### src/srs_pkg.sv
`timescale 1ns / 1ps
`default_nettype none
// ----------------------------------------------------------------------------
// Selective-repeat sender package
// Shared types, codes and default constants for the sender block.
// ----------------------------------------------------------------------------
package srs_pkg;

    localparam int DEF_MAX_SEQ    = 256;
    localparam int DEF_MAX_WINDOW = 8;

    localparam int TOTAL_W   = 9;
    localparam int WINDOW_W  = 4;
    localparam int SEQ_W     = 8;
    localparam int MODE_W    = 2;
    localparam int CFG_IDX_W = 2;
    localparam int CFG_DAT_W = 9;

    localparam logic [TOTAL_W-1:0]  TOTAL_FRAMES_RST = 9'd10;
    localparam logic [WINDOW_W-1:0] WIN_LEN_RST      = 4'd4;

    localparam logic [CFG_IDX_W-1:0] REG_TOTAL_FRAMES = 2'd0;
    localparam logic [CFG_IDX_W-1:0] REG_WIN_LEN      = 2'd1;

    typedef enum logic [MODE_W-1:0] {
        MODE_START   = 2'd0,
        MODE_ACK     = 2'd1,
        MODE_TIMEOUT = 2'd2
    } mode_t;

    typedef enum logic [3:0] {
        ST_CLEAR,
        ST_IDLE,
        ST_ACK_CHK,
        ST_SLIDE_RD,
        ST_SLIDE_CHK,
        ST_TO_RD,
        ST_TO_CHK,
        ST_SEND_SETUP,
        ST_SEND,
        ST_DRAIN_RD,
        ST_DRAIN_LD
    } state_t;

    // One buffered result item, before the per-event flags are attached.
    typedef struct packed {
        logic             frame_valid;
        logic             is_retransmit;
        logic [SEQ_W-1:0] frame_seq;
    } item_t;

endpackage
`default_nettype wire

### src/srs_step_unit.sv
`timescale 1ns / 1ps
`default_nettype none
// ----------------------------------------------------------------------------
// Shared step unit
// One compare and one increment, reused by every walk of the sequencer.
// ----------------------------------------------------------------------------
module srs_step_unit #(
    parameter int W = 9
) (
    input  wire logic [W-1:0] a,
    input  wire logic [W-1:0] b,
    output logic              lt,
    output logic [W-1:0]      inc
);
    assign lt  = a < b;
    assign inc = a + W'(1);
endmodule
`default_nettype wire

### src/srs_bitmap.sv
`timescale 1ns / 1ps
`default_nettype none
// ----------------------------------------------------------------------------
// Acknowledged bitmap
// One bit per sequence number, one write and one registered read per cycle.
// ----------------------------------------------------------------------------
module srs_bitmap #(
    parameter int DEPTH = 256,
    parameter int AW    = 8
) (
    input  wire logic          aclk,
    input  wire logic          wr_en,
    input  wire logic [AW-1:0] wr_addr,
    input  wire logic          wr_bit,
    input  wire logic [AW-1:0] rd_addr,
    output logic               rd_bit
);
    logic mem [DEPTH];

    always_ff @(posedge aclk) begin
        if (wr_en) begin
            mem[wr_addr] <= wr_bit;
        end
        rd_bit <= mem[rd_addr];
    end
endmodule
`default_nettype wire

### src/srs_item_buf.sv
`timescale 1ns / 1ps
`default_nettype none
// ----------------------------------------------------------------------------
// Result item buffer
// Holds the items of one event until the event is complete and can be drained.
// ----------------------------------------------------------------------------
module srs_item_buf #(
    parameter int DEPTH = 8,
    parameter int AW    = 3
) (
    input  wire logic           aclk,
    input  wire logic           wr_en,
    input  wire logic [AW-1:0]  wr_addr,
    input  wire srs_pkg::item_t wr_item,
    input  wire logic [AW-1:0]  rd_addr,
    output srs_pkg::item_t      rd_item
);
    import srs_pkg::*;

    item_t mem [DEPTH];

    always_ff @(posedge aclk) begin
        if (wr_en) begin
            mem[wr_addr] <= wr_item;
        end
        rd_item <= mem[rd_addr];
    end
endmodule
`default_nettype wire

### src/selective_repeat_sender_unit.sv
`timescale 1ns / 1ps
`default_nettype none
// ----------------------------------------------------------------------------
// Selective-repeat ARQ sender
// Tracks the send window and acknowledged frames and emits the frames to send.
// ----------------------------------------------------------------------------
// Each request on the s_ channel is one event: start, acknowledgement of
// s_ack_seq, or timeout. The block answers with one to MAX_WINDOW result
// requests on the m_ channel, the final one marked by m_last. An event that
// sends no frame yields a single status request with m_frame_valid low.
// The cfg_ channel writes the frame total (index 0) and the window length
// (index 1). It is ready only while the sequencer is idle, and a pending write
// holds off s_ready, so a new value applies from the next event on.
//
// Sequence: an event is accepted in the idle state and an acknowledgement is
// checked; the base then slides past acknowledged frames through a read and
// a check state per frame, and a timeout walks the frames it inspects the
// same way. The send loop is then set up, new frames are written to the item
// buffer, and each result request is drained through a read and a load
// state. s_ready is high only while the sequencer is idle.
//
// After reset the bitmap is cleared by a pass over all MAX_SEQ entries, during
// which no event is accepted. If the receiver stalls, the drain waits in its
// load state. The last result waits in the output register; the next event is
// still accepted, and its results wait until the register is free.
// ----------------------------------------------------------------------------
module selective_repeat_sender_unit #(
    parameter int MAX_SEQ    = srs_pkg::DEF_MAX_SEQ,
    parameter int MAX_WINDOW = srs_pkg::DEF_MAX_WINDOW
) (
    input  wire logic                          aclk,
    input  wire logic                          aresetn,
    // Event channel
    input  wire logic                          s_valid,
    output logic                               s_ready,
    input  wire logic [srs_pkg::MODE_W-1:0]    s_mode,
    input  wire logic [srs_pkg::SEQ_W-1:0]     s_ack_seq,
    // Result channel
    output logic                               m_valid,
    input  wire logic                          m_ready,
    output logic [srs_pkg::SEQ_W-1:0]          m_frame_seq,
    output logic                               m_frame_valid,
    output logic                               m_is_retransmit,
    output logic                               m_last,
    output logic                               m_all_done,
    output logic                               m_ack_ignored,
    // Configuration channel
    input  wire logic                          cfg_valid,
    output logic                               cfg_ready,
    input  wire logic [srs_pkg::CFG_IDX_W-1:0] cfg_index,
    input  wire logic [srs_pkg::CFG_DAT_W-1:0] cfg_data
);
    import srs_pkg::*;

    // Counter widths: sequence counters must hold MAX_SEQ itself.
    localparam int IDX_W  = $clog2(MAX_SEQ);
    localparam int CNT_W  = $clog2(MAX_SEQ + 1);
    localparam int UW     = (CNT_W > SEQ_W) ? CNT_W : SEQ_W;
    localparam int WIN_W  = $clog2(MAX_WINDOW + 1);
    localparam int NW     = WIN_W;
    localparam int BUF_AW = (MAX_WINDOW > 1) ? $clog2(MAX_WINDOW) : 1;
    localparam int TCW    = (CNT_W > TOTAL_W) ? CNT_W : TOTAL_W;
    localparam int WCW    = (WIN_W > WINDOW_W) ? WIN_W : WINDOW_W;
    localparam int SUM_W  = ((CNT_W > WIN_W) ? CNT_W : WIN_W) + 1;

    state_t state_reg, state_next;

    logic [TOTAL_W-1:0]  total_frames_reg;
    logic [WINDOW_W-1:0] win_len_reg;

    logic [CNT_W-1:0] base_reg, base_next;
    logic [CNT_W-1:0] next_reg, next_next;
    logic [CNT_W-1:0] cur_reg, cur_next;
    logic [CNT_W-1:0] lim_reg, lim_next;
    logic [SEQ_W-1:0] ack_reg, ack_next;
    logic [NW-1:0]    n_reg, n_next;
    logic [NW-1:0]    rd_idx_reg, rd_idx_next;
    logic             ignored_reg, ignored_next;
    logic             done_reg, done_next;

    logic             m_valid_reg, m_valid_next;
    item_t            m_item_reg, m_item_next;
    logic             m_last_reg, m_last_next;
    logic             m_done_reg, m_done_next;
    logic             m_ign_reg, m_ign_next;

    // Saturated configuration values.
    logic [TCW-1:0]   tot_ext;
    logic [CNT_W-1:0] tot_eff;
    logic [WCW-1:0]   win_ext;
    logic [WIN_W-1:0] win_eff;
    logic [SUM_W-1:0] win_sum;

    assign tot_ext = TCW'(total_frames_reg);
    assign tot_eff = (tot_ext > TCW'(MAX_SEQ)) ? CNT_W'(MAX_SEQ) : CNT_W'(tot_ext);
    assign win_ext = WCW'(win_len_reg);
    assign win_eff = (win_ext > WCW'(MAX_WINDOW)) ? WIN_W'(MAX_WINDOW) : WIN_W'(win_ext);
    assign win_sum = SUM_W'(base_reg) + SUM_W'(win_eff);

    // Shared step unit, operands chosen by the sequencer state.
    logic [UW-1:0] unit_a, unit_b, unit_inc;
    logic          unit_lt;

    srs_step_unit #(.W(UW)) u_step (
        .a   (unit_a),
        .b   (unit_b),
        .lt  (unit_lt),
        .inc (unit_inc)
    );

    // Bitmap and item buffer ports.
    logic             bm_wr_en, bm_wr_bit, bm_rd_bit;
    logic [IDX_W-1:0] bm_wr_addr, bm_rd_addr;
    logic             buf_wr_en;
    logic [BUF_AW-1:0] buf_wr_addr;
    item_t            buf_wr_item, buf_rd_item;

    srs_bitmap #(.DEPTH(MAX_SEQ), .AW(IDX_W)) u_bitmap (
        .aclk    (aclk),
        .wr_en   (bm_wr_en),
        .wr_addr (bm_wr_addr),
        .wr_bit  (bm_wr_bit),
        .rd_addr (bm_rd_addr),
        .rd_bit  (bm_rd_bit)
    );

    srs_item_buf #(.DEPTH(MAX_WINDOW), .AW(BUF_AW)) u_buf (
        .aclk    (aclk),
        .wr_en   (buf_wr_en),
        .wr_addr (buf_wr_addr),
        .wr_item (buf_wr_item),
        .rd_addr (rd_idx_reg[BUF_AW-1:0]),
        .rd_item (buf_rd_item)
    );

    // The walk loops read the bitmap at the cursor on a timeout and at the
    // base otherwise; the registered data is there in the following check state.
    assign bm_rd_addr  = (state_reg == ST_TO_RD) ? cur_reg[IDX_W-1:0] : base_reg[IDX_W-1:0];
    assign buf_wr_addr = n_reg[BUF_AW-1:0];

    // Configuration registers, writable only between events.
    assign cfg_ready = (state_reg == ST_IDLE);

    always_ff @(posedge aclk) begin
        if (!aresetn) begin
            total_frames_reg <= TOTAL_FRAMES_RST;
            win_len_reg      <= WIN_LEN_RST;
        end else if (cfg_valid && cfg_ready) begin
            case (cfg_index)
                REG_TOTAL_FRAMES: total_frames_reg <= cfg_data[TOTAL_W-1:0];
                REG_WIN_LEN:      win_len_reg      <= cfg_data[WINDOW_W-1:0];
                default: ;
            endcase
        end
    end

    // Sequencer state register and control state.
    always_ff @(posedge aclk) begin
        if (!aresetn) begin
            state_reg   <= ST_CLEAR;
            base_reg    <= '0;
            next_reg    <= '0;
            cur_reg     <= '0;
            n_reg       <= '0;
            rd_idx_reg  <= '0;
            m_valid_reg <= 1'b0;
        end else begin
            state_reg   <= state_next;
            base_reg    <= base_next;
            next_reg    <= next_next;
            cur_reg     <= cur_next;
            n_reg       <= n_next;
            rd_idx_reg  <= rd_idx_next;
            m_valid_reg <= m_valid_next;
        end
    end

    // Payload registers need no reset.
    always_ff @(posedge aclk) begin
        lim_reg     <= lim_next;
        ack_reg     <= ack_next;
        ignored_reg <= ignored_next;
        done_reg    <= done_next;
        m_item_reg  <= m_item_next;
        m_last_reg  <= m_last_next;
        m_done_reg  <= m_done_next;
        m_ign_reg   <= m_ign_next;
    end

    logic n_full;
    logic m_free;
    assign n_full = (n_reg == NW'(MAX_WINDOW));
    assign m_free = !m_valid_reg || m_ready;

    always_comb begin
        state_next   = state_reg;
        base_next    = base_reg;
        next_next    = next_reg;
        cur_next     = cur_reg;
        lim_next     = lim_reg;
        ack_next     = ack_reg;
        n_next       = n_reg;
        rd_idx_next  = rd_idx_reg;
        ignored_next = ignored_reg;
        done_next    = done_reg;

        m_valid_next = m_valid_reg && !m_ready;
        m_item_next  = m_item_reg;
        m_last_next  = m_last_reg;
        m_done_next  = m_done_reg;
        m_ign_next   = m_ign_reg;

        unit_a      = '0;
        unit_b      = '0;
        s_ready     = 1'b0;
        bm_wr_en    = 1'b0;
        bm_wr_addr  = cur_reg[IDX_W-1:0];
        bm_wr_bit   = 1'b0;
        buf_wr_en   = 1'b0;
        buf_wr_item = '0;

        case (state_reg)
            ST_CLEAR: begin
                // Clearing pass: one bitmap entry per cycle after reset.
                unit_a     = UW'(cur_reg);
                unit_b     = UW'(MAX_SEQ - 1);
                bm_wr_en   = 1'b1;
                bm_wr_bit  = 1'b0;
                cur_next   = CNT_W'(unit_inc);
                if (!unit_lt) begin
                    state_next = ST_IDLE;
                end
            end
            ST_IDLE: begin
                // A register write in the same cycle goes first.
                s_ready = !cfg_valid;
                if (s_valid && !cfg_valid) begin
                    ack_next     = s_ack_seq;
                    n_next       = '0;
                    ignored_next = 1'b0;
                    cur_next     = base_reg;
                    case (s_mode)
                        MODE_ACK:     state_next = ST_ACK_CHK;
                        MODE_TIMEOUT: state_next = ST_TO_RD;
                        default:      state_next = ST_SEND_SETUP;
                    endcase
                end
            end
            ST_ACK_CHK: begin
                // Only frames already sent can be acknowledged.
                unit_a = UW'(ack_reg);
                unit_b = UW'(next_reg);
                if (unit_lt) begin
                    bm_wr_en   = 1'b1;
                    bm_wr_addr = IDX_W'(ack_reg);
                    bm_wr_bit  = 1'b1;
                    state_next = ST_SLIDE_RD;
                end else begin
                    ignored_next = 1'b1;
                    state_next   = ST_SEND_SETUP;
                end
            end
            ST_SLIDE_RD: begin
                // The bound is checked before the bitmap entry is looked at.
                unit_a = UW'(base_reg);
                unit_b = UW'(tot_eff);
                if (unit_lt) begin
                    state_next = ST_SLIDE_CHK;
                end else begin
                    state_next = ST_SEND_SETUP;
                end
            end
            ST_SLIDE_CHK: begin
                unit_a = UW'(base_reg);
                if (bm_rd_bit) begin
                    base_next  = CNT_W'(unit_inc);
                    state_next = ST_SLIDE_RD;
                end else begin
                    state_next = ST_SEND_SETUP;
                end
            end
            ST_TO_RD: begin
                unit_a = UW'(cur_reg);
                unit_b = UW'(next_reg);
                if (unit_lt && !n_full) begin
                    state_next = ST_TO_CHK;
                end else begin
                    state_next = ST_SEND_SETUP;
                end
            end
            ST_TO_CHK: begin
                unit_a   = UW'(cur_reg);
                cur_next = CNT_W'(unit_inc);
                if (!bm_rd_bit) begin
                    buf_wr_en                 = 1'b1;
                    buf_wr_item.frame_valid   = 1'b1;
                    buf_wr_item.is_retransmit = 1'b1;
                    buf_wr_item.frame_seq     = SEQ_W'(cur_reg);
                    n_next                    = n_reg + NW'(1);
                end
                state_next = ST_TO_RD;
            end
            ST_SEND_SETUP: begin
                // New frames stop at the window edge, at the total or when the buffer is full.
                if (win_sum < SUM_W'(tot_eff)) begin
                    lim_next = CNT_W'(win_sum);
                end else begin
                    lim_next = tot_eff;
                end
                state_next = ST_SEND;
            end
            ST_SEND: begin
                unit_a = UW'(next_reg);
                unit_b = UW'(lim_reg);
                if (unit_lt && !n_full) begin
                    buf_wr_en                 = 1'b1;
                    buf_wr_item.frame_valid   = 1'b1;
                    buf_wr_item.is_retransmit = 1'b0;
                    buf_wr_item.frame_seq     = SEQ_W'(next_reg);
                    n_next                    = n_reg + NW'(1);
                    next_next                 = CNT_W'(unit_inc);
                end else begin
                    if (n_reg == '0) begin
                        // Nothing sent: a lone status item closes the event.
                        buf_wr_en = 1'b1;
                        n_next    = NW'(1);
                    end
                    done_next   = !(base_reg < tot_eff);
                    rd_idx_next = '0;
                    state_next  = ST_DRAIN_RD;
                end
            end
            ST_DRAIN_RD: begin
                state_next = ST_DRAIN_LD;
            end
            ST_DRAIN_LD: begin
                if (m_free) begin
                    m_valid_next = 1'b1;
                    m_item_next  = buf_rd_item;
                    m_last_next  = (rd_idx_reg + NW'(1)) == n_reg;
                    m_done_next  = done_reg;
                    m_ign_next   = ignored_reg;
                    rd_idx_next  = rd_idx_reg + NW'(1);
                    if ((rd_idx_reg + NW'(1)) == n_reg) begin
                        state_next = ST_IDLE;
                    end else begin
                        state_next = ST_DRAIN_RD;
                    end
                end
            end
            default: begin
                state_next = ST_IDLE;
            end
        endcase
    end

    assign m_valid         = m_valid_reg;
    assign m_frame_seq     = m_item_reg.frame_seq;
    assign m_frame_valid   = m_item_reg.frame_valid;
    assign m_is_retransmit = m_item_reg.is_retransmit;
    assign m_last          = m_last_reg;
    assign m_all_done      = m_done_reg;
    assign m_ack_ignored   = m_ign_reg;

    // The window base never passes the next frame to be sent.
    a_base_le_next: assert property (@(posedge aclk) disable iff (!aresetn)
        base_reg <= next_reg)
        else $error("window base passed next frame to send");

    // A status item carries no frame and always closes its event.
    a_status_item: assert property (@(posedge aclk) disable iff (!aresetn)
        (m_valid && !m_frame_valid) |-> (m_last && !m_is_retransmit && m_frame_seq == '0))
        else $error("malformed status item");

    // The item count never exceeds the buffer depth.
    a_count_bound: assert property (@(posedge aclk) disable iff (!aresetn)
        n_reg <= NW'(MAX_WINDOW))
        else $error("item buffer overrun");

    // A new frame advances next_to_send by exactly one.
    a_send_step: assert property (@(posedge aclk) disable iff (!aresetn)
        (state_reg == ST_SEND && buf_wr_en && buf_wr_item.frame_valid)
            |=> (next_reg == $past(next_reg) + CNT_W'(1)))
        else $error("next frame counter did not step");

endmodule
`default_nettype wire
### config.mk
export PLATFORM = sky130hd
export DESIGN_NAME = selective_repeat_sender_unit
export DESIGN_NICKNAME = d
export VERILOG_FILES = /design/src/srs_pkg.sv /design/src/srs_step_unit.sv /design/src/srs_bitmap.sv /design/src/srs_item_buf.sv /design/src/selective_repeat_sender_unit.sv
export SDC_FILE = /design/constraint.sdc
export NUM_CORES = 1
export LEC_CHECK = 0
export ABC_AREA = 1
export BUFFER_PORTS_ARGS = -buffer_cell sky130_fd_sc_hd__buf_2
export CAP_MARGIN = 10
export CELL_PAD_IN_SITES_DETAIL_PLACEMENT = 0
export CELL_PAD_IN_SITES_GLOBAL_PLACEMENT = 1
export CORE_UTILIZATION = 34
export CTS_CLUSTER_DIAMETER = 100
export DETAILED_ROUTE_END_ITERATION = 10
export PLACE_DENSITY = 0.67
export SLEW_MARGIN = 15
export SYNTH_ARGS = -nofsm -noshare
export SYNTH_HDL_FRONTEND = slang
export SYNTH_SLANG_ARGS = --single-unit
### constraint.sdc
create_clock -name aclk -period 6.88 [get_ports aclk]
set_input_delay 1.376 -clock aclk [delete_from_list [all_inputs] [get_ports aclk]]
set_output_delay 1.376 -clock aclk [all_outputs]
set_load 0.02 [all_outputs]
# Word-level counts from Yosys, hierarchy flattened
# Memory sizes are Yosys's and may differ from the RTL's. A register that Yosys moved wholly into a read port is not among the register bits.
# Cells that the tools add are included.
dict set report op_classes {
  n_bitwise 1
  n_eq_ne 22
  mux 49
  addsub 4
  magnitude_cmp 5
  n_reduce_logical 33
}
# op count
set op_table {}
lappend op_table {{case mux 9 bit (4 select lines)} 2}
lappend op_table {{2-to-1 mux 4 bit} 12}
lappend op_table {{case mux 4 bit (11 select lines)} 1}
lappend op_table {{2-to-1 mux 9 bit} 3}
lappend op_table {{2-to-1 mux 8 bit} 3}
lappend op_table {{2-to-1 mux 10 bit} 2}
lappend op_table {{case mux 10 bit (2 select lines)} 1}
lappend op_table {{< comparator 9 bit} 2}
lappend op_table {{case mux 9 bit (2 select lines)} 1}
lappend op_table {{== test 4 x 3 -> 1 bit, second input constant} 4}
lappend op_table {{== test 4 bit, second input constant} 4}
lappend op_table {{AND reduction 2 bit} 8}
lappend op_table {{2-to-1 mux 1 bit} 15}
lappend op_table {{case mux 4 bit (3 select lines)} 1}
lappend op_table {{adder 9 x 4 -> 10 bit} 1}
lappend op_table {{< comparator 10 x 9 -> 1 bit} 1}
lappend op_table {{inequality test 2 bit, second input constant} 5}
lappend op_table {{adder 9 x 1 -> 9 bit, second input constant} 1}
lappend op_table {{> comparator 9 bit, second input constant} 1}
lappend op_table {{adder 4 x 1 -> 4 bit, second input constant} 2}
lappend op_table {{== test 4 x 2 -> 1 bit, second input constant} 2}
lappend op_table {{zero test 4 bit} 2}
lappend op_table {{case mux 4 bit (2 select lines)} 1}
lappend op_table {{AND reduction 4 bit} 2}
lappend op_table {{21 further kinds} 37}
dict set report word_totals {
  word_cells 135
  ram_bits 336
  reg_bits 85
  input_bits 26
  mem_count 2
}
# memory depth word_bits rd rd_ports_with_merged_regs wr line_no
set mem_list {}
lappend mem_list {u_bitmap.mem 256 1 1 1 1 srs_bitmap.sv:18} ;# logic mem [DEPTH];
lappend mem_list {u_buf.mem 8 10 1 1 1 srs_item_buf.sv:20} ;# item_t mem [DEPTH];

# Depth between registers and ports, before layout
dict set report logic_depth {
  word_depth 9
  ltp_mapped 23
}

# Cells and area by module
# Synthesis repeated with hierarchy kept, for this count alone.
dict set report unflattened {
  cells_unflattened 2290
  area_unflattened_um2 20813.7
}
# mod area_per_inst_um2 seq_area_each_um2 instances cells_each
set by_module_without_submodules {}
lappend by_module_without_submodules {srs_bitmap 11717.5 7707.4 1 1184}
lappend by_module_without_submodules {selective_repeat_sender_unit 4883.4 2021.9 1 661}
lappend by_module_without_submodules {srs_item_buf 3813.7 2602.5 1 374}
lappend by_module_without_submodules {srs_step_unit 399.1 0.0 1 71}

# Worst setup path before layout
# No wires, ideal clock.
dict set report synth_timing {
  path_type {flip-flop to flip-flop}
  startpoint {reg state_reg[0]}
  endpoint {mem u_bitmap.mem[0], data pin}
  arrival_ps 5333
  slack_ps 773
  synth_period_minus_slack_ps 6107
  stages_incl_launch_ff 17
  setup_time_ps 774
  required_ps 6106
  cell_sequence {dfxtp_1 nor2_1 inv_2 nor2_2 clkbuf_1 a22oi_1 and2_1 inv_1 ha_1 nand2_1 inv_1 nand3_1 nor2_1 nor3b_2 nand3_4 buf_6 inv_1}
}
dict set report synth_between {
  elab_chain_len 6
  elab_cells_between_ends 15
}
# item line_no
set synth_lines {}
lappend synth_lines {{start: declaration} selective_repeat_sender_unit.sv:66} ;# state_t state_reg, state_next;
lappend synth_lines {{start signal: assignment} selective_repeat_sender_unit.sv:168} ;# state_reg <= state_next;
lappend synth_lines {{== test 4 x 3 -> 1 bit, or another cell as far along} selective_repeat_sender_unit.sv:222} ;# case (state_reg)
lappend synth_lines {{OR reduction 3 bit (no line) or OR reduction 2 bit (tied branches)} --}
lappend synth_lines {{case mux 9 bit (4 select lines)} selective_repeat_sender_unit.sv:222}
lappend synth_lines {{< comparator 9 bit} srs_step_unit.sv:15} ;# assign lt = a < b;
lappend synth_lines {{2-to-1 mux 1 bit} selective_repeat_sender_unit.sv:253} ;# if (unit_lt) begin
lappend synth_lines {{2-to-1 mux 1 bit *} selective_repeat_sender_unit.sv:222}
lappend synth_lines {{via bm_wr_bit} selective_repeat_sender_unit.sv:112} ;# logic bm_wr_en, bm_wr_bit, bm_rd_bit;
lappend synth_lines {{end: declaration} srs_bitmap.sv:18}
# The timed path passes the listed nets; every way through them passes the cells marked *.

# Worst setup path in the final report
dict set report layout_timing {
  startpoint {reg state_reg[0]}
  endpoint {mem u_buf.mem[5][4] (netlist bit) (enable)}
}
dict set report layout_between {
  elab_chain_len 9
  elab_cells_between_ends 18
}
# item line_no
set layout_lines {}
lappend layout_lines {{== test 4 x 3 -> 1 bit, or another cell as far along} selective_repeat_sender_unit.sv:222}
lappend layout_lines {{OR reduction 3 bit (no line) or OR reduction 2 bit (tied branches)} --}
lappend layout_lines {{case mux 9 bit (4 select lines)} selective_repeat_sender_unit.sv:222}
lappend layout_lines {{< comparator 9 bit} srs_step_unit.sv:15}
lappend layout_lines {{logical AND 1 bit} selective_repeat_sender_unit.sv:315} ;# if (unit_lt && !n_full) begin
lappend layout_lines {{2-to-1 mux 1 bit} selective_repeat_sender_unit.sv:315}
lappend layout_lines {{case mux 1 bit (2 select lines) *} selective_repeat_sender_unit.sv:222}
lappend layout_lines {{2-to-1 mux 1 bit *} srs_item_buf.sv:23} ;# if (wr_en) begin
lappend layout_lines {{2-to-1 mux 1 bit (not written as such) *} srs_item_buf.sv:24} ;# mem[wr_addr] <= wr_item;
lappend layout_lines {{end: declaration} srs_item_buf.sv:20}
# Every way passes the cells marked *; elsewhere a longest branch is shown, timed or not.

==> results <==
- The run finished with clean final reports.
- The total power is 0.00727 W.
- The CTS root buffer is clkbuf_16.
- The via count of the first global-routing pass was 15,200.
- The dominant register cell in the synthesized netlist is edfxtp_1.
- The floorplan die width is approximately 250 um.
- The period utilization is 84.0%.
- The cell family contributing the most delay on the critical path is simple AND/OR/NAND/NOR gates.
- In this run, synthesis produced a sequential element count of 432.
- The library cells used most frequently in the layout, excluding fill and tap cells, are nand2_1, nor2_1, edfxtp_1, inv_1, nand3_1.
- On the critical path, the stage with the largest delay is an instance of nor2_1.
- The share of synthesized flip-flops with an asynchronous set or reset is 0%.
- The met1 global-route usage is 24.6%.
- The power per cell area is 310 nW/um2.
- The floorplan step defined a core boundary enclosing approximately 60,000 um2.
- In this run the static leakage power is 9.13 nW.
- The average wire per standard cell is 18.2 um.
- The final route contains 15,900 vias.
- During I/O placement, the number of pins put on the boundary was 42.
- On the worst path, the slowest cell contributes a delay of 0.62 ns.
- The signed area change from the synthesized netlist to the final layout is 11.5%.
- Clock-pin slew was measured on the worst setup and hold paths at 0.06 ns.
- The count of endpoints failing setup in the final report is 0.
- The Yosys step of the flow raised 0 warnings.
- The final instance count without filler cells is 3,159.
- The mean instance size in the synthesized netlist is roughly 9 um2.
- When the netlist entered floorplanning its net count stood at 2,406.
- Max-cap violations in this run came to 0.
- The post-placement cell count is ~3,100.
- The maximum fanout encountered on the critical timing path is 18.
- The smallest clock period supported by the final layout is computed as 5.78 ns.
- The most common cell after layout, fill and taps aside is nand2_1.
- The synthesized design contains 368 enable-type register cells.
- The critical path goes through nor2_1, inv_2, nor2_2, nand2_1, o21ai_0, a21oi_1, nand2_1, ha_1, a21oi_1, o21a_1, nor2_1, nor3b_2, nand3_1, nor2_1, inv_1, o211ai_1, nand2_1, nor2_1.
- The floorplan step defined a die boundary enclosing 62,900 um2.
- The required time at the endpoint of the critical path is 7.11 ns.
- The number of setup buffers added after CTS is 0.
- Static timing analysis puts the maximum clock frequency at ~170 MHz.
- The net count of the finished layout is 2,399.
- The clock net in this run drives a total of 432 sinks.
- The layer flagged by global routing as most heavily used is met2.
- At the pin with the least slew margin, the transition time is 1.15 ns.
- The clock insertion delay at the later pin of the skew report is approximately 0.60 ns.
- At the end of the flow the core is filled with cells to 38.6%.
- The area of the mapped netlist is 21,000 um2.
- In the final layout, the registers with the most flip-flops are u_bitmap.mem: 256 flops, u_buf.mem: 80 flops, u_buf.rd_item: 10 flops.
- Setup repair after global routing left no endpoint under its margin.
- In the global route stage, met3 resource usage came out at 2.81%.
- The register with the most flip-flops in the final layout is u_bitmap.mem.
- The class of the worst hold path is reg -> reg.
- The height of the die is between 200 and 300 um.
- Of all cell types, the one taking the most synthesized area is edfxtp_1.
- The DRC violations left is 0.
- By area the synthesized netlist is led by edfxtp_1, nand2_1, nor2_1.
- The placed instances occupy a cell area of 21,900 um2.
- The maximum VDD drop is 171 uV.
- The first global-routing pass estimated 88,300 um of wire.
- In this run the tool buffered the top-level ports with 41 buffer cells.
- The placement row count is 90.
- Together, buffers and inverters on the worst path number 2.
- The endpoint type of the worst setup path is a flop.
- The starting density of the core is 34.6%.
- The sequential share of the synthesized area is 58.6%.
- The maximum clock skew at final layout is 0.0195 ns.
- The number of gates resized after CTS is 0.
- STA classifies the critical path startpoint as a flop.
- The maximum number of pins on one net before global-route repair is 169.
- The critical path data arrival time is 6.01 ns.
- The TritonCTS buffer count is 47.
- Once detail routing completed, the nets flagged for antenna violations numbered 0.
- The final weighted congestion in routability-driven placement is 0.917.
- The setup total negative slack is 0 ns.
- For this run, the detailed router's first-pass iteration total came to 5.
- The initial antenna violation count is 0.
- The count of hold buffers inserted by post-cts repair is 0.
- The number of hold violations in the final report is 0.
- The number of unique standard cell types used by synthesis is 47.
- Once layout is done, the placed cells without fillers occupy 23,500 um2.
- The clock tree synthesis step divided the H-tree into 2 levels.
- Global routing consumed, on the met2 layer, 30.1% of the routing resources.
- The first routing iteration left about 1,200 violations.
- The share of post-route cells with drive strength above 1 is roughly 8.2%.
- After synthesis, the largest area contributor takes up 52.5% of total cell area.
- The number of slew-limit violations in the final report is 0.
- The overall overflow remaining after global route is 0.
- The maximum clock insertion buffer count is 3.
- After legalization and detailed placement, the total HPWL measured 36,400 um.
- For this run, the total global-route usage over all layers was measured as 18.2%.
- After detailed routing, the total wire length is 57,400 um.
- The count of inserted antenna diode cells is 0.
- The remaining max-slew budget at the tightest pin is 23.7%.
- The critical setup path kind is reg -> reg.
- The flip-flop count of the largest register, all copies and words added is 256.
- The clock tree from TritonCTS is yes.
- The most numerous cell on the critical path is nor2_1.
- The cell count after synthesis came out at 2,347.
- Fill cells in the final layout number 6,126.
- Using the TritonRoute via totals, the vias-per-cell ratio works out to 5.02.
[layer usage]
| layer | wire, um | up-vias | part of all wire (%) |
|---|---|---|---|
| li1 | - | 7746 | - |
| met1 | 26100 | 7613 | 46 |
| met2 | 26700 | 407 | 47 |
| met3 | 2980 | 91 | 5.2 |
| met4 | 1580 | 0 | 2.8 |
| met5 | 0 | - | 0 |
[synthesized netlist by cell type, types with 3 or more instances]
library cell	count
nand2_1	482
nor2_1	378
edfxtp_1	368
inv_1	284
nand3_1	275
o21ai_0	104
clkbuf_1	69
a21oi_1	66
dfxtp_1	64
buf_2	37
ha_1	32
nand2_2	20
o22ai_1	20
nand4_1	18
a31oi_1	13
inv_2	12
nor3_1	10
xor2_1	10
nand3b_1	8
nor2_4	8
nor2_2	6
xnor2_1	6
a22oi_1	5
buf_1	5
o211ai_1	5
o21ai_1	5
o221ai_1	5
a221oi_1	4
nand3_2	3
[where the power goes]
| group | internal [W] | total [W] | switching [W] |
|---|---|---|---|
| Clock | 0.00148 | 0.00255 | 0.00107 |
| Sequential | 0.00296 | 0.00303 | 0.0000747 |
| Combinational | 0.000384 | 0.00169 | 0.00130 |
| Total | 0.00482 | 0.00727 | 0.00245 |
[through the flow]
step,hold WS (ns),setup WS [ns]
final,0.404,1.10
after global placement,0.390,1.45
after global routing,0.407,0.521
after floorplan,0.386,0.773
after detailed placement,0.390,1.22
after CTS,0.404,1.20
[final timing paths]
check        slack, ns                         to                      start  depth (start not counted)
max               1.10  u_buf.mem[5][4]$_DFFE_PP_  state_reg[0]$_SDFFE_PN0P_                         18
min               0.40   m_frame_seq[3]$_DFFE_PP_   u_buf.rd_item[3]$_DFF_P_                          0
max reg2reg       1.10  u_buf.mem[5][4]$_DFFE_PP_  state_reg[0]$_SDFFE_PN0P_                         18
min reg2reg       0.40   m_frame_seq[3]$_DFFE_PP_   u_buf.rd_item[3]$_DFF_P_                          0
[area by class of cell]
cell class                      count  area, um2  share of cell area (%)
Sequential cell                   432      12300                    52.5
Multi-Input combinational cell   1506       7180                    30.6
Clock buffer                       57       1240                    5.30
Inverter                          297       1120                    4.77
Tap cell                          782        978                    4.17
Timing Repair Buffer               56        318                    1.35
Clock inverter                     29        303                    1.29
[kinds of logic after synthesis]
kind of cell	after synthesis	share of synthesized area [%]
AO/OA/AOI/OAI	241	6.53
AND/OR/NAND/NOR	1216	24.7
XOR/XNOR	16	0.666
flip-flops	432	58.6
adder cells (fa/ha/maj)	33	2.00
buffers and inverters	409	7.55
Note: power is estimated with default switching activity, not from simulation.
